===== src/sv/loose_pattern_line_classifier_macros.svh =====
// Assertion macros for the loose pattern line classifier.
`ifndef LOOSE_PATTERN_LINE_CLASSIFIER_MACROS_SVH
`define LOOSE_PATTERN_LINE_CLASSIFIER_MACROS_SVH
`ifndef SYNTHESIS
// Check that a condition implies another in the same cycle.
`define LPLC_ASSERT_SAME(label, ante, cons) \
   label: assert property (@(posedge clock) disable iff (reset) (ante) |-> (cons)) \
      else $error("lplc assertion failed");
// Check that a condition implies another in the next cycle.
`define LPLC_ASSERT_NEXT(label, ante, cons) \
   label: assert property (@(posedge clock) disable iff (reset) (ante) |=> (cons)) \
      else $error("lplc assertion failed");
`else
`define LPLC_ASSERT_SAME(label, ante, cons)
`define LPLC_ASSERT_NEXT(label, ante, cons)
`endif
`endif


===== src/sv/lplc_pkg.sv =====
// Shared constants and types for the loose pattern line classifier.
package lplc_pkg;

   localparam int DEPTH_BITS_DEFAULT  = 8;
   localparam int LENGTH_BITS_DEFAULT = 16;

   localparam int CHAR_BITS    = 8;
   localparam int TOKEN_BITS   = 16;
   localparam logic [TOKEN_BITS-1:0] TOKEN_MAX = 16'hFFFF;

   // Character codes
   localparam logic [CHAR_BITS-1:0] CH_NUL      = 8'h00;
   localparam logic [CHAR_BITS-1:0] CH_TAB      = 8'h09;
   localparam logic [CHAR_BITS-1:0] CH_LF       = 8'h0A;
   localparam logic [CHAR_BITS-1:0] CH_CR       = 8'h0D;
   localparam logic [CHAR_BITS-1:0] CH_SPACE    = 8'h20;
   localparam logic [CHAR_BITS-1:0] CH_DQUOTE   = 8'h22;
   localparam logic [CHAR_BITS-1:0] CH_SQUOTE   = 8'h27;
   localparam logic [CHAR_BITS-1:0] CH_LPAREN   = 8'h28;
   localparam logic [CHAR_BITS-1:0] CH_RPAREN   = 8'h29;
   localparam logic [CHAR_BITS-1:0] CH_COMMA    = 8'h2C;
   localparam logic [CHAR_BITS-1:0] CH_SEMI     = 8'h3B;
   localparam logic [CHAR_BITS-1:0] CH_LBRACKET = 8'h5B;
   localparam logic [CHAR_BITS-1:0] CH_BSLASH   = 8'h5C;
   localparam logic [CHAR_BITS-1:0] CH_RBRACKET = 8'h5D;
   localparam logic [CHAR_BITS-1:0] CH_LBRACE   = 8'h7B;
   localparam logic [CHAR_BITS-1:0] CH_RBRACE   = 8'h7D;

   // Per-character outcome of the scanner
   typedef struct packed {
      logic                  line_end;
      logic                  emit_text;
      logic [TOKEN_BITS-1:0] token_length;
   } scan_result_type;

endpackage


===== src/sv/lplc_channels.sv =====
// Request and response channel interfaces for the loose pattern line classifier.
interface lplc_req_if;
   logic                             valid;
   logic                             ready;
   logic [lplc_pkg::CHAR_BITS-1:0]   ch;
   logic                             end_of_input;

   modport source (output valid, output ch, output end_of_input, input ready);
   modport sink   (input valid, input ch, input end_of_input, output ready);
endinterface

interface lplc_rsp_if;
   logic                             valid;
   logic                             ready;
   logic                             emit_text;
   logic [lplc_pkg::TOKEN_BITS-1:0]  token_length;

   modport source (output valid, output emit_text, output token_length, input ready);
   modport sink   (input valid, input emit_text, input token_length, output ready);
endinterface


===== src/sv/loose_pattern_line_classifier.sv =====
// An accepted request is held in the request stage; at a line end its result loads the response register.
// Throughput: one character per cycle while the response side does not stall; the line state
// update is a single pass of small counters between the request stage and the response register.
// Only characters that end a line (newline, NUL, end flag) produce a response;
// a response the receiver has not taken stalls the request side until it is taken.
// Reset is synchronous, active high, and clears all line state; no clearing pass.
`include "loose_pattern_line_classifier_macros.svh"

module loose_pattern_line_classifier #(
   parameter int DEPTH_BITS  = lplc_pkg::DEPTH_BITS_DEFAULT,
   parameter int LENGTH_BITS = lplc_pkg::LENGTH_BITS_DEFAULT
) (
   input  logic        clock,
   input  logic        reset,
   lplc_req_if.sink    req_bus,
   lplc_rsp_if.source  rsp_bus
);

   logic                                stg_valid_ff, stg_valid_in;
   logic [lplc_pkg::CHAR_BITS-1:0]      stg_ch_ff;
   logic                                stg_eoi_ff;
   logic                                out_valid_ff, out_valid_in;
   logic                                out_emit_ff;
   logic [lplc_pkg::TOKEN_BITS-1:0]     out_length_ff;
   logic                                stage_go;
   logic                                req_take;
   lplc_pkg::scan_result_type           scan_result;

   // Advance the request stage when the response register can take a result
   assign stage_go      = stg_valid_ff && (!out_valid_ff || rsp_bus.ready);
   assign req_bus.ready = !stg_valid_ff || stage_go;
   assign req_take      = req_bus.valid && req_bus.ready;

   assign stg_valid_in = req_take || (stg_valid_ff && !stage_go);
   assign out_valid_in = (stage_go && scan_result.line_end) ||
                         (out_valid_ff && !rsp_bus.ready);

   lplc_scanner #(
      .DEPTH_BITS  (DEPTH_BITS),
      .LENGTH_BITS (LENGTH_BITS)
   ) u_scanner (
      .clock        (clock),
      .reset        (reset),
      .step         (stage_go),
      .ch           (stg_ch_ff),
      .end_of_input (stg_eoi_ff),
      .result       (scan_result)
   );

   // Capture the request
   always_ff @(posedge clock) begin
      if (reset) begin
         stg_valid_ff <= 1'b0;
      end else begin
         stg_valid_ff <= stg_valid_in;
      end
      if (req_take) begin
         stg_ch_ff  <= req_bus.ch;
         stg_eoi_ff <= req_bus.end_of_input;
      end
   end

   // Load the response register at each line end
   always_ff @(posedge clock) begin
      if (reset) begin
         out_valid_ff <= 1'b0;
      end else begin
         out_valid_ff <= out_valid_in;
      end
      if (stage_go && scan_result.line_end) begin
         out_emit_ff   <= scan_result.emit_text;
         out_length_ff <= scan_result.token_length;
      end
   end

   assign rsp_bus.valid        = out_valid_ff;
   assign rsp_bus.emit_text    = out_emit_ff;
   assign rsp_bus.token_length = out_length_ff;

   // Checks
   `LPLC_ASSERT_NEXT(a_stage_holds, stg_valid_ff && !stage_go, stg_valid_ff)
   `LPLC_ASSERT_NEXT(a_line_end_responds, stage_go && scan_result.line_end, out_valid_ff)
   `LPLC_ASSERT_SAME(a_plain_line_zero_len, out_valid_ff && !out_emit_ff, out_length_ff == '0)
   `LPLC_ASSERT_SAME(a_step_needs_room, stage_go, !out_valid_ff || rsp_bus.ready)

endmodule


===== src/sv/lplc_scanner.sv =====
// Line scanner: per-line state and the one-character update of that state.
module lplc_scanner #(
   parameter int DEPTH_BITS  = lplc_pkg::DEPTH_BITS_DEFAULT,
   parameter int LENGTH_BITS = lplc_pkg::LENGTH_BITS_DEFAULT
) (
   input  logic                             clock,
   input  logic                             reset,
   input  logic                             step,
   input  logic [lplc_pkg::CHAR_BITS-1:0]   ch,
   input  logic                             end_of_input,
   output lplc_pkg::scan_result_type        result
);

   typedef enum logic [2:0] {
      PH_SKIP,
      PH_SCAN,
      PH_SCAN_BS,
      PH_STR,
      PH_STR_QUOTE,
      PH_TAIL,
      PH_TAIL_BS,
      PH_WAIT
   } phase_type;

   localparam logic [DEPTH_BITS-1:0]  DEPTH_MAX = {DEPTH_BITS{1'b1}};
   localparam logic [LENGTH_BITS-1:0] POS_MAX   = {LENGTH_BITS{1'b1}};

   phase_type               phase_ff, phase_in;
   logic [DEPTH_BITS-1:0]   paren_ff, paren_in;
   logic [DEPTH_BITS-1:0]   bracket_ff, bracket_in;
   logic [DEPTH_BITS-1:0]   brace_ff, brace_in;
   logic                    loose_ff, loose_in;
   logic                    decided_ff, decided_in;
   logic                    qdbl_ff, qdbl_in;
   logic                    bs_cr_ff, bs_cr_in;
   logic [LENGTH_BITS-1:0]  pos_ff, pos_in;
   logic [LENGTH_BITS-1:0]  mark_ff, mark_in;

   logic [LENGTH_BITS-1:0]  pos_inc;
   logic [LENGTH_BITS-1:0]  mark_eff;
   logic [LENGTH_BITS-1:0]  len_raw;
   logic [lplc_pkg::CHAR_BITS-1:0] quote;
   logic                    is_blank;
   logic                    line_end;
   logic                    run_scan;
   logic                    run_tail;
   logic                    go_tail;

   assign pos_inc  = (pos_ff == POS_MAX) ? pos_ff : pos_ff + 1'b1;
   assign quote    = qdbl_ff ? lplc_pkg::CH_DQUOTE : lplc_pkg::CH_SQUOTE;
   assign is_blank = (ch == lplc_pkg::CH_SPACE) || (ch == lplc_pkg::CH_TAB);
   assign line_end = end_of_input || (ch == lplc_pkg::CH_NUL) ||
                     ((ch == lplc_pkg::CH_LF) && (phase_ff != PH_SCAN_BS) &&
                      (phase_ff != PH_TAIL_BS));

   // Build the verdict for a line end
   assign mark_eff = (phase_ff == PH_TAIL_BS) ? pos_ff : mark_ff;
   assign len_raw  = decided_ff ? mark_eff : pos_ff;

   always_comb begin
      result.line_end  = step && line_end;
      result.emit_text = (phase_ff != PH_SKIP) && (phase_ff != PH_WAIT) &&
                         (loose_ff || (paren_ff != '0) || (bracket_ff != '0) ||
                          (brace_ff != '0));
      if (!result.emit_text) begin
         result.token_length = '0;
      end else if (len_raw > LENGTH_BITS'(lplc_pkg::TOKEN_MAX)) begin
         result.token_length = lplc_pkg::TOKEN_MAX;
      end else begin
         result.token_length = lplc_pkg::TOKEN_BITS'(len_raw);
      end
   end

   // Work out the next line state for one character
   always_comb begin
      phase_in   = phase_ff;
      paren_in   = paren_ff;
      bracket_in = bracket_ff;
      brace_in   = brace_ff;
      loose_in   = loose_ff;
      decided_in = decided_ff;
      qdbl_in    = qdbl_ff;
      bs_cr_in   = bs_cr_ff;
      pos_in     = pos_ff;
      mark_in    = mark_ff;
      run_scan   = 1'b0;
      run_tail   = 1'b0;
      go_tail    = 1'b0;

      if (line_end) begin
         phase_in   = PH_SKIP;
         paren_in   = '0;
         bracket_in = '0;
         brace_in   = '0;
         loose_in   = 1'b0;
         decided_in = 1'b0;
         qdbl_in    = 1'b0;
         bs_cr_in   = 1'b0;
         pos_in     = '0;
         mark_in    = '0;
      end else if (ch == lplc_pkg::CH_LF) begin
         // continued line: newline after a backslash
         pos_in = pos_inc;
         if (phase_ff == PH_SCAN_BS) begin
            phase_in = PH_SCAN;
         end else begin
            phase_in = PH_TAIL;
         end
      end else begin
         case (phase_ff)
            PH_SKIP: begin
               if (is_blank) begin
                  pos_in = pos_inc;
               end else if (ch == lplc_pkg::CH_CR) begin
                  phase_in = PH_WAIT;
               end else begin
                  if ((ch == lplc_pkg::CH_COMMA) || (ch == lplc_pkg::CH_RPAREN) ||
                      (ch == lplc_pkg::CH_RBRACKET) || (ch == lplc_pkg::CH_RBRACE) ||
                      (ch == lplc_pkg::CH_SEMI)) begin
                     loose_in = 1'b1;
                  end
                  run_scan = 1'b1;
               end
            end
            PH_SCAN: begin
               run_scan = 1'b1;
            end
            PH_SCAN_BS, PH_TAIL_BS: begin
               if (!bs_cr_ff && is_blank) begin
                  pos_in = pos_inc;
               end else if (!bs_cr_ff && (ch == lplc_pkg::CH_CR)) begin
                  pos_in   = pos_inc;
                  bs_cr_in = 1'b1;
               end else if (phase_ff == PH_SCAN_BS) begin
                  run_scan = 1'b1;
               end else begin
                  mark_in  = pos_ff;
                  run_tail = 1'b1;
               end
            end
            PH_STR: begin
               if (ch == quote) begin
                  pos_in   = pos_inc;
                  phase_in = PH_STR_QUOTE;
               end else if (ch == lplc_pkg::CH_CR) begin
                  run_scan = 1'b1;
               end else begin
                  pos_in = pos_inc;
               end
            end
            PH_STR_QUOTE: begin
               if (ch == quote) begin
                  pos_in   = pos_inc;
                  phase_in = PH_STR;
               end else begin
                  run_scan = 1'b1;
               end
            end
            PH_TAIL: begin
               run_tail = 1'b1;
            end
            default: begin
               // waiting for the line end after a leading CR
            end
         endcase
      end

      // Scan one structural character
      if (run_scan) begin
         phase_in = PH_SCAN;
         pos_in   = pos_inc;
         case (ch)
            lplc_pkg::CH_BSLASH: begin
               phase_in = PH_SCAN_BS;
               bs_cr_in = 1'b0;
            end
            lplc_pkg::CH_LPAREN: begin
               paren_in = (paren_ff == DEPTH_MAX) ? paren_ff : paren_ff + 1'b1;
            end
            lplc_pkg::CH_LBRACKET: begin
               bracket_in = (bracket_ff == DEPTH_MAX) ? bracket_ff : bracket_ff + 1'b1;
            end
            lplc_pkg::CH_LBRACE: begin
               brace_in = (brace_ff == DEPTH_MAX) ? brace_ff : brace_ff + 1'b1;
            end
            lplc_pkg::CH_RPAREN: begin
               if (paren_ff == '0) begin
                  go_tail = 1'b1;
               end else begin
                  paren_in = paren_ff - 1'b1;
               end
            end
            lplc_pkg::CH_RBRACKET: begin
               if (bracket_ff == '0) begin
                  go_tail = 1'b1;
               end else begin
                  bracket_in = bracket_ff - 1'b1;
               end
            end
            lplc_pkg::CH_RBRACE: begin
               if (brace_ff == '0) begin
                  go_tail = 1'b1;
               end else begin
                  brace_in = brace_ff - 1'b1;
               end
            end
            lplc_pkg::CH_SEMI: begin
               go_tail = 1'b1;
            end
            lplc_pkg::CH_DQUOTE, lplc_pkg::CH_SQUOTE: begin
               qdbl_in  = (ch == lplc_pkg::CH_DQUOTE);
               phase_in = PH_STR;
            end
            default: begin
            end
         endcase
      end

      // Decide mid-line; the deciding character is never blank
      if (go_tail) begin
         loose_in   = 1'b1;
         decided_in = 1'b1;
         phase_in   = PH_TAIL;
         mark_in    = pos_inc;
      end

      // Measure the tail up to its last non-blank character
      if (run_tail) begin
         pos_in = pos_inc;
         if (ch == lplc_pkg::CH_BSLASH) begin
            phase_in = PH_TAIL_BS;
            bs_cr_in = 1'b0;
         end else begin
            phase_in = PH_TAIL;
            if (!is_blank && (ch != lplc_pkg::CH_CR)) begin
               mark_in = pos_inc;
            end
         end
      end
   end

   // Hold line state, advance on each stepped character
   always_ff @(posedge clock) begin
      if (reset) begin
         phase_ff   <= PH_SKIP;
         paren_ff   <= '0;
         bracket_ff <= '0;
         brace_ff   <= '0;
         loose_ff   <= 1'b0;
         decided_ff <= 1'b0;
         qdbl_ff    <= 1'b0;
         bs_cr_ff   <= 1'b0;
         pos_ff     <= '0;
         mark_ff    <= '0;
      end else if (step) begin
         phase_ff   <= phase_in;
         paren_ff   <= paren_in;
         bracket_ff <= bracket_in;
         brace_ff   <= brace_in;
         loose_ff   <= loose_in;
         decided_ff <= decided_in;
         qdbl_ff    <= qdbl_in;
         bs_cr_ff   <= bs_cr_in;
         pos_ff     <= pos_in;
         mark_ff    <= mark_in;
      end
   end

endmodule


===== src/flat_wrapper.sv =====
// flat-port wrapper written by rule: the top's interface ports become plain ports
module loose_pattern_line_classifier_flat 
#(
   parameter int DEPTH_BITS  = lplc_pkg::DEPTH_BITS_DEFAULT,
   parameter int LENGTH_BITS = lplc_pkg::LENGTH_BITS_DEFAULT
)
  (clock, reset, req_bus_valid, req_bus_ch, req_bus_end_of_input, req_bus_ready, rsp_bus_valid, rsp_bus_emit_text, rsp_bus_token_length, rsp_bus_ready);
  lplc_req_if req_bus_i ();
  lplc_rsp_if rsp_bus_i ();
  input  logic clock;
  input  logic reset;
  input wire logic [$bits(req_bus_i.valid)-1:0] req_bus_valid;
  input wire logic [$bits(req_bus_i.ch)-1:0] req_bus_ch;
  input wire logic [$bits(req_bus_i.end_of_input)-1:0] req_bus_end_of_input;
  output wire logic [$bits(req_bus_i.ready)-1:0] req_bus_ready;
  output wire logic [$bits(rsp_bus_i.valid)-1:0] rsp_bus_valid;
  output wire logic [$bits(rsp_bus_i.emit_text)-1:0] rsp_bus_emit_text;
  output wire logic [$bits(rsp_bus_i.token_length)-1:0] rsp_bus_token_length;
  input wire logic [$bits(rsp_bus_i.ready)-1:0] rsp_bus_ready;
  assign req_bus_i.valid = req_bus_valid;
  assign req_bus_i.ch = req_bus_ch;
  assign req_bus_i.end_of_input = req_bus_end_of_input;
  assign req_bus_ready = req_bus_i.ready;
  assign rsp_bus_valid = rsp_bus_i.valid;
  assign rsp_bus_emit_text = rsp_bus_i.emit_text;
  assign rsp_bus_token_length = rsp_bus_i.token_length;
  assign rsp_bus_i.ready = rsp_bus_ready;
  loose_pattern_line_classifier #(.DEPTH_BITS(DEPTH_BITS), .LENGTH_BITS(LENGTH_BITS)) u_core (.clock(clock), .reset(reset), .req_bus(req_bus_i), .rsp_bus(rsp_bus_i));
endmodule

===== config.mk =====
export PLATFORM = sky130hd
export DESIGN_NAME = loose_pattern_line_classifier_flat
export DESIGN_NICKNAME = d
export VERILOG_FILES = /design/src/sv/lplc_pkg.sv /design/src/sv/lplc_channels.sv /design/src/sv/loose_pattern_line_classifier.sv /design/src/sv/lplc_scanner.sv /design/src/flat_wrapper.sv
export VERILOG_INCLUDE_DIRS = /design/src /design/src/sv
export SDC_FILE = /design/constraint.sdc
export NUM_CORES = 1
export LEC_CHECK = 0
export ABC_AREA = 1
export BUFFER_PORTS_ARGS = -buffer_cell sky130_fd_sc_hd__buf_2
export CORE_ASPECT_RATIO = 1.1
export CORE_MARGIN = 8
export CORE_UTILIZATION = 39
export CTS_CLUSTER_DIAMETER = 80
export DETAILED_ROUTE_END_ITERATION = 6
export GPL_TIMING_DRIVEN = 1
export PLACE_DENSITY_LB_ADDON = 0.2
export REMOVE_ABC_BUFFERS = 1
export SLEW_MARGIN = 25
export SYNTH_ARGS = -nofsm -noshare
export SYNTH_HDL_FRONTEND = slang
export SYNTH_HIERARCHICAL = 1
export SYNTH_SLANG_ARGS = --single-unit

===== constraint.sdc =====
create_clock -name clock -period 3.4 [get_ports clock]
set_input_delay 0.34 -clock clock [delete_from_list [all_inputs] [get_ports clock]]
set_output_delay 0.34 -clock clock [all_outputs]
set_load 0.005 [all_outputs]

==> results of run 1 <==
cell type report:
| type | instances | area (sq um) |
|---|---|---|
| fill | 1853 | 9610 |
| multi-input combinational | 813 | 4060 |
| sequential | 91 | 2080 |
| inverter | 112 | 423 |
| tap | 234 | 293 |
| timing repair buffer | 47 | 275 |
| clock buffer | 9 | 225 |
| clock inverter | 7 | 52.6 |
per-layer routing:
layer | routed length, microns | share of wire [%]
met3 | 1070 | 5.6
met4 | 676 | 3.5
met1 | 8610 | 45
met2 | 8820 | 46
met5 | 0 | 0
sequential cells by signal (all words and copies together), names as in the netlist:
| name | count |
|---|---|
| u_core/stg_eoi_ff | 1 |
| u_core/u_scanner/paren_ff | 8 |
| u_core/u_scanner/pos_ff | 16 |
| u_core/u_scanner/bs_cr_ff | 1 |
| u_core/stg_valid_ff | 1 |
| u_core/u_scanner/loose_ff | 1 |
| u_core/rsp_bus.valid | 1 |
| u_core/stg_ch_ff | 8 |
| u_core/u_scanner/brace_ff | 8 |
| u_core/rsp_bus.emit_text | 1 |
| u_core/u_scanner/mark_ff | 16 |
| u_core/u_scanner/qdbl_ff | 1 |
| u_core/rsp_bus.token_length | 16 |
| u_core/u_scanner/decided_ff | 1 |
| u_core/u_scanner/phase_ff | 3 |
| u_core/u_scanner/bracket_ff | 8 |
cells in the final DEF, fill, tap and decap left out, types with 9 or more instances in the layout:
cell,netlist,final
nand2_1,249,249
dfxtp_1,65,65
clkbuf_16,0,9
ha_1,10,10
inv_2,10,10
inv_1,100,100
xor2_1,18,18
nand3_1,120,120
o21ai_0,82,82
edfxtp_1,26,26
nand2_2,10,10
buf_4,1,16
buf_2,21,31
nand4_1,32,32
a21oi_1,72,72
nor2_1,127,126
nor3_1,23,23
path summary, 6_finish.rpt:
path	endpoint	slack, ns
worst min-delay path	u_core/stg_ch_ff[4]	0.16
worst min register to register	u_core/u_scanner/loose_ff	0.46
worst max-delay path	u_core/u_scanner/mark_ff[3]	0.65
worst max register to register	u_core/u_scanner/mark_ff[3]	0.65
power groups by stage:
| stage | clock, mW | sequential [mW] | combinational [mW] |
|---|---|---|---|
| after global placement | 0 | 1.25 | 0.490 |
| after detailed placement | 0 | 1.25 | 0.493 |
| after CTS | 0.994 | 1.23 | 0.494 |
| after global routing | 1.03 | 1.24 | 0.563 |
| final | 0.963 | 1.23 | 0.494 |
| after floorplan | 0 | 1.23 | 0.356 |
per-stage QoR:
stage | hold WS [ns] | worst slack (ns) | cell area, sq um | setup TNS (ns)
3_3_place_gp | 0.442 | 0.720 | 7130 | 0
3_5_place_dp | 0.445 | 0.698 | 7130 | 0
4_1_cts | 0.150 | 0.695 | 7410 | 0
2_1_floorplan | 0.402 | -0.310 | 6560 | -5.26
5_1_grt | 0.148 | 0.396 | 7410 | 0
6_report | 0.162 | 0.654 | 7410 | 0
worst max-delay path, cell delays in order (launching register included):
cell and delay (ns):
edfxtp_1 0.41, inv_1 0.09, nand2_1 0.10, nor2_2 0.21, nand2_1 0.13, nor2_1 0.22
nand2_1 0.11, nand4_1 0.16, nand4_4 0.32, nand2_1 0.40, buf_4 0.24, nand2_1 0.09
nand3_1 0.07, a21oi_1 0.06
kinds of logic (layout without fill, tap and decap cells):
kind of cell,count (synthesis),after routing,share of synthesized area (%)
buf+inv,160,175,9.55
flops,91,91,30.7
mux,1,1,0.148
xor+xnor,21,21,2.71
compound gates,180,180,14.1
simple gates,601,601,40.9
fa+ha+maj,10,10,1.84
==> impl_metrics.ini, run 1 <==
[cells_and_area]
syn2layout_area_growth_pct = 9.18
num_antenna_cells = 0
layoutNonFillerInstCount = 1313
drive_gt1_share_pct = 11.2
final_util_pct = 43.5
nets = 1097

[synth]
ys_seq_elements = 91
yosys.area.top_type_share_pct = 19.2
netlist_instances = 1064
async_reset_ff_share_pct = 0
synth.top_cells.by_area = dfxtp_1 (19%), nand2_1 (14%), edfxtp_1 (12%)
syn_area_per_cell_sq_um = 6.38
synth_edf_count = 26
synth_seq_area_share_pct = 30.7
syn_area_sq_mm = 0.00678
synth_top_cells_by_count = nand2_1 (249), nor2_1 (127), nand3_1 (120)
synth_ff_type = dfxtp_1
post-synth-top-area-cell = dfxtp_1
ys_types = 49
yosysWarnings = 6
yosysMostFrequentCell = nand2_1

[floorplan]
die_area_sq_mm = 0.0219
die_y_microns = 154
ioPinCount = 32
rows = 50
start_util_pct = 39.9
core_sq_mm = 0.0170
die_x_microns = 142

[grt]
grt_max_degree = 32
grt_pass1_vias = 6566
grt_pass1_wl_mm = 32.5
met2_usage_pct = 29.7
gr-usage-all-layers_pct = 18.1
busiest_layer = met2
grtUsageMet1_pct = 22.8
grt_overflow = 0
grt_use_met3_pct = 2.68
antenna_found_initial = 0

[sta]
fmax_ghz = 0.364
clock_skew_ns = 0.0137
slew_headroom_pct = 38.4
setup_viol = 0
worst_slew_pin_slew_ns = 0.923
hold_viol = 0
rsz0062_at_grt = no
period_share_pct = 80.8
slew_viol_final = 0
min_period_ns = 2.75

[pwr]
seqPwrFrac_pct = 45.7
p_int_mw = 1.82
p_sw_mw = 0.868
p_per_area_mw_per_mm2 = 362
total_power_mw = 2.68
leakage_nw = 2.99
irDropWorstVdd_v = 0.000230
clkPwrFrac_pct = 35.9
p_sw_share_pct = 32.3
power.combinational.fraction_pct = 18.4

[clocking]
clockBufferDepth = 2
cts_setup_buffers = 0
htreeDepth = 3
cts_tree = done
holdBufCountCts = 0
cts_resized = 0
clkSinkCount = 91
cts_buffers = 9
cts.reportedPaths.clkPinSlew_ns = 0.07
insertion_delay_ns = 0.36
cts_root_buf = clkbuf_16

[run_status]
status = finished clean

[placed_design]
place_inst = 1297
globalplace.congestion = 0.946
place.port_buffers = 31
hpwl_mm = 13.5

[hold_path]
whs_path_depth = 1
min_from = req_bus_ch[4]
hold_path.class = in -> reg

[critical_path]
crit_required_ns = 3.63
crit_fanout = 17
worstSetupStartpoint = u_core/stg_ch_ff[7]
r2r-start = u_core/stg_ch_ff[7]
critical_path_arrival_ns = 2.98
crit_type = reg -> reg
endpoint_kind = flip-flop
crit_path_start_kind = flip-flop
r2r_cells = 13

[drt]
viasPerCell = 5.30
antenna_left = 0
wl_per_cell_microns = 14.6
dr.first_iter.drc_count = 588
drt_pass1_iterations = 5
route.detailed.drc = 0
drt-total-wl_mm = 19.2
num_vias = 6954

[run]
drv_cap = 0
Power figures use the tool's default switching activity.
==> inputs of run 2 (changes only) <==
clock period = 2.5 ns   (was 3.4 ns; I/O delays follow)
==> run 2 against run 1 <==
- critical path depth did not move
- count of clock-buffer cells in the layout rose by 2
- combinational power rose by 52%
- first-iteration DRC count decreased by 5.8%
- die area is the same
- critical path type unchanged
==> impl_metrics.ini, run 2 (synthesized netlist as in run 1, its figures left out) <==
[floorplan]
die_x_microns = 142
die_area_sq_mm = 0.0219
core_sq_mm = 0.0170
start_util_pct = 39.9
rows = 50
ioPinCount = 32
die_y_microns = 154

[sta]
setup_viol = 0
slew_headroom_pct = 54.5
fmax_ghz = 0.428
setup_ws_ns = 0.164
period_share_pct = 93.5
slew_viol_final = 0
hold_viol = 0
min_period_ns = 2.34
worst_slew_pin_slew_ns = 0.681
clock_skew_ns = 0.0146
rsz0062_at_grt = no

[pwr]
leakage_nw = 3.16
total_power_mw = 3.74
irDropWorstVdd_v = 0.000276
p_per_area_mw_per_mm2 = 486

[cells_and_area]
nets = 1128
syn2layout_area_growth_pct = 13.4
num_antenna_cells = 0
layout_common_cells = nand2_1 (249), nor2_1 (123), nand3_1 (120), inv_1 (100), o21ai_0 (82)
drive_gt1_share_pct = 13.9
design_area_sq_mm = 0.00769
final_common_cell = nand2_1
final_util_pct = 45.2

[placed_design]
hpwl_mm = 13.9
place_area_sq_mm = 0.00734
globalplace.congestion = 0.909
place.port_buffers = 31
place_worst_setup_slack_ns = 0.117

[drt]
wl_per_cell_microns = 14.5
antenna_left = 0
drt_pass1_iterations = 5
num_vias = 7021
route.detailed.drc = 0
dr.first_iter.drc_count = 554
viasPerCell = 5.22
drt-total-wl_mm = 19.4

[hold_path]
hold_path.class = in -> reg
min_from = req_bus_ch[6]
min_to = u_core/stg_ch_ff[6]
whs_path_depth = 1

[critical_path]
r2r_cells = 13
path_cells = inv_1 > nand2_1 > nor2_4 > nand2_1 > nand2_1 > nor2_1 > nor2_2 > nand3_4 > nand4_4 > buf_4 > nand3_1 > or2_0 > a21oi_1
crit_type = reg -> reg
r2r-end = u_core/u_scanner/mark_ff[1]
rrSetupSlack_ns = 0.16
crit_required_ns = 2.79
slowest_stage = edfxtp_1
cpPeakStageDelay_ns = 0.41
r2r-start = u_core/stg_ch_ff[6]
path_common_cell = nand2_1
critical_path_arrival_ns = 2.63
crit_fanout = 5
crit_path_start_kind = flip-flop
endpoint_kind = flip-flop

[grt]
antenna_found_initial = 0
gr-usage-all-layers_pct = 17.7
grt_pass1_vias = 6304
grt_max_degree = 32
grt_overflow = 0
grt_pass1_wl_mm = 31.7

[clocking]
cts_root_buf = clkbuf_16
holdBufCountCts = 0
htreeDepth = 3
clkSinkCount = 91
insertion_delay_ns = 0.36
clockBufferDepth = 2
cts_buffers = 9
cts_tree = done
cts.reportedPaths.clkPinSlew_ns = 0.07

[run]
drv_cap = 0

[run_status]
status = finished clean
run 2: worst max-delay path, delay by kind of cell (launching register included):
kind                   cells  cell delay (ns)
flip-flops                 1             0.41
AND/OR/NAND/NOR           10             1.51
buffers and inverters      2             0.24
AO/OA/AOI/OAI              1             0.11
run 2: worst max-delay path by stage:
stage / startpoint / endpoint / slack [ns] / cells after the start
detailed placement: u_core/stg_ch_ff[0] / u_core/u_scanner/pos_ff[7] / 0.12 / 13
finish: u_core/stg_ch_ff[6] / u_core/u_scanner/mark_ff[1] / 0.16 / 13
CTS: u_core/stg_ch_ff[0] / u_core/u_scanner/pos_ff[4] / 0.11 / 13
global placement: u_core/stg_ch_ff[2] / u_core/u_scanner/pos_ff[0] / 0.19 / 14
floorplan: u_core/rsp_bus.valid / u_core/rsp_bus.emit_text / -1.17 / 7
global route: u_core/stg_ch_ff[0] / u_core/u_scanner/brace_ff[6] / 0.001 / 14
run 2: layout make-up:
cell class	instances	area, sq um
fillers	1789	9330
multi-input cells	813	4070
flip-flops and latches	91	2080
repair buffers	78	533
inverters	112	428
well taps	234	293
clock buffers	11	243
clock inverters	5	37.5
run 2: repair_timing:
| action | in CTS | in global routing |
|---|---|---|
| setup buffers | 0 | 4 |
| endpoints found under the hold margin | 0 | 0 |
| setup endpoints to repair | 0 | 31 |
| gates resized for setup | 0 | 7 |
run 2: routing by layer:
metal  global-route usage, %  share of wire (%)  up-vias
li1                        -                  -     3621
met1                    22.8                 47     3189
met2                    29.8                 47      191
met3                    2.37                4.8       20
met4                    6.14                1.7        0
met5                       0                  0        -
run 2: stage by stage:
step,hold slack (ns),cells,setup TNS [ns]
5_1_grt,0.0561,1344,0
3_3_place_gp,0.426,1324,0
6_report,0.0652,1344,0
3_5_place_dp,0.428,1324,0
4_1_cts,0.0550,1340,0
2_1_floorplan,0.312,1016,-41.63
run 2: report_power, final:
group / switching, mW / internal, mW / leakage, nW / total (mW)
combinational: 0.496 / 0.253 / 2.25 / 0.749
sequential: 0.0758 / 1.58 / 0.770 / 1.66
clock: 0.623 / 0.708 / 0.140 / 1.33
==> inputs of run 3 (changes only) <==
CAP_MARGIN = 20   (was default)
MAX_ROUTING_LAYER = met4   (was default)
==> run 3 against run 2 <==
- critical path type unchanged
- global-route usage increased by 1.0 points
- register-to-register slack barely moved
- sequential share of layout area shrank 0.33 points
- clock skew fell by 0.0042 ns
- core utilization increased by 0.56 points
- sequential cell count unchanged
- largest power group unchanged
==> impl_metrics.ini, run 3 (synthesized netlist as in run 1, its figures left out) <==
[floorplan]
die_area_sq_mm = 0.0219
start_util_pct = 39.9
core_sq_mm = 0.0170
die_x_microns = 142
ioPinCount = 32
rows = 50
die_y_microns = 154

[critical_path]
endpoint_kind = flip-flop
crit_buf_inv = 3
crit_fanout = 16
crit_required_ns = 2.75
critical_path_arrival_ns = 2.58
crit_type = reg -> reg
path_delay_family = simple AND/OR/NAND/NOR gates
path_cells = inv_1 > nand2_1 > nor2_4 > nand2_1 > nand2_2 > nor2_1 > nor2_2 > nand3_4 > nand3_4 > buf_4 > nand4_4 > nand2_2 > nor2_4 > buf_12 > nor2_1 > nor2_1
crit_path_start_kind = flip-flop
cpPeakStageDelay_ns = 0.41
slowest_stage = edfxtp_1
path_common_cell = nor2_1

[pwr]
leakage_nw = 3.19
irDropWorstVdd_v = 0.000277
p_per_area_mw_per_mm2 = 495

[placed_design]
globalplace.congestion = 0.916
place.port_buffers = 31
hpwl_mm = 14.0
place_worst_setup_slack_ns = 0.134

[run_status]
status = finished clean

[drt]
antenna_left = 0
wl_met2_mm = 9.60
num_vias = 7072
viasPerCell = 5.25
wl_met3_microns = 816
wl_met1_mm = 9.23
route.detailed.drc = 0
dr.first_iter.drc_count = 542
highest_layer = met4
drt-total-wl_mm = 19.9
drt_pass1_iterations = 5
wl_per_cell_microns = 14.8

[sta]
period_share_pct = 93.4
min_period_ns = 2.33
slew_headroom_pct = 47.7
setup_viol = 0
worst_slew_pin_slew_ns = 0.783
hold_viol = 0
slew_viol_final = 0
whs_ns = 0.0669
clock_skew_ns = 0.0104
fmax_ghz = 0.428
setup_ws_ns = 0.166

[cells_and_area]
drive_gt1_share_pct = 14.1
num_antenna_cells = 0
final_common_cell = nand2_1
layout_common_cells = nand2_1 (248), nor2_1 (124), nand3_1 (120), inv_1 (100), o21ai_0 (82)
num-fill-cells = 1830
final_util_pct = 45.8
nets = 1131
syn2layout_area_growth_pct = 14.8

[clocking]
cts_tree = done
cts_root_buf = clkbuf_16
cts_buffers = 9
htreeDepth = 3
insertion_delay_ns = 0.36
clockBufferDepth = 2
cts.reportedPaths.clkPinSlew_ns = 0.07
clkSinkCount = 91

[grt]
grt_pass1_vias = 6625
antenna_found_initial = 0
grt_max_degree = 32
grt_overflow = 0
grt_pass1_wl_mm = 32.7
gr-usage-all-layers_pct = 18.8

[hold_path]
hold_path.class = in -> reg

[run]
drv_cap = 0
-- run 3: changes by cell type in the layout (fill, tap and decap cells not counted), sizes merged --
cell / before / now
bufinv: 0 / 1
buf: 78 / 81
clkinvlp: 0 / 1
clkbuf: 11 / 9
-- run 3: stage by stage --
step	setup TNS, ns	cells	power, mW	cell area, sq um
CTS	0	1340	3.86	7660
floorplan	-41.63	1016	2.16	6560
detailed placement	0	1324	2.42	7360
global placement	0	1324	2.42	7360
finish	0	1347	3.86	7780
global route	-0.00809	1347	4.05	7780
-- run 3: report_power, final --
group | internal (mW) | leakage [nW] | switching (mW) | total (mW)
Combinational | 0.269 | 2.28 | 0.506 | 0.775
Clock | 0.783 | 0.144 | 0.640 | 1.42
Sequential | 1.58 | 0.770 | 0.0760 | 1.66
-- run 3: timing repair --
action                     in CTS  in global routing
resized for setup               0                 12
setup endpoints to repair       0                 33
hold buffers                    0                  0
buffers inserted                0                  7
-- run 3: path summary, 6_finish.rpt --
path              slack [ns]                          end                      start  depth (start not counted)
setup / recovery        0.17  u_core/u_scanner/pos_ff[15]        u_core/stg_ch_ff[6]                         16
hold / removal          0.07          u_core/stg_ch_ff[6]              req_bus_ch[6]                          1
setup reg to reg        0.17  u_core/u_scanner/pos_ff[15]        u_core/stg_ch_ff[6]                         16
hold reg to reg         0.46    u_core/u_scanner/loose_ff  u_core/u_scanner/loose_ff                          2
-- run 3: area by class of cell --
type / instances / area [sq um] / area share [%]
well taps: 234 / 293 / 3.76
repair buffers: 81 / 588 / 7.55
clock inverters: 7 / 76.3 / 0.980
multi-input cells: 813 / 4090 / 52.6
flip-flops and latches: 91 / 2080 / 26.7
inverters: 112 / 428 / 5.50
clock buffers: 9 / 225 / 2.89
-- run 3: metal layers --
metal	vias to the layer above	track usage, %
met4	0	5.22
met5	-	-
met1	3259	22.7
li1	3619	-
met3	21	2.86
met2	173	31.8
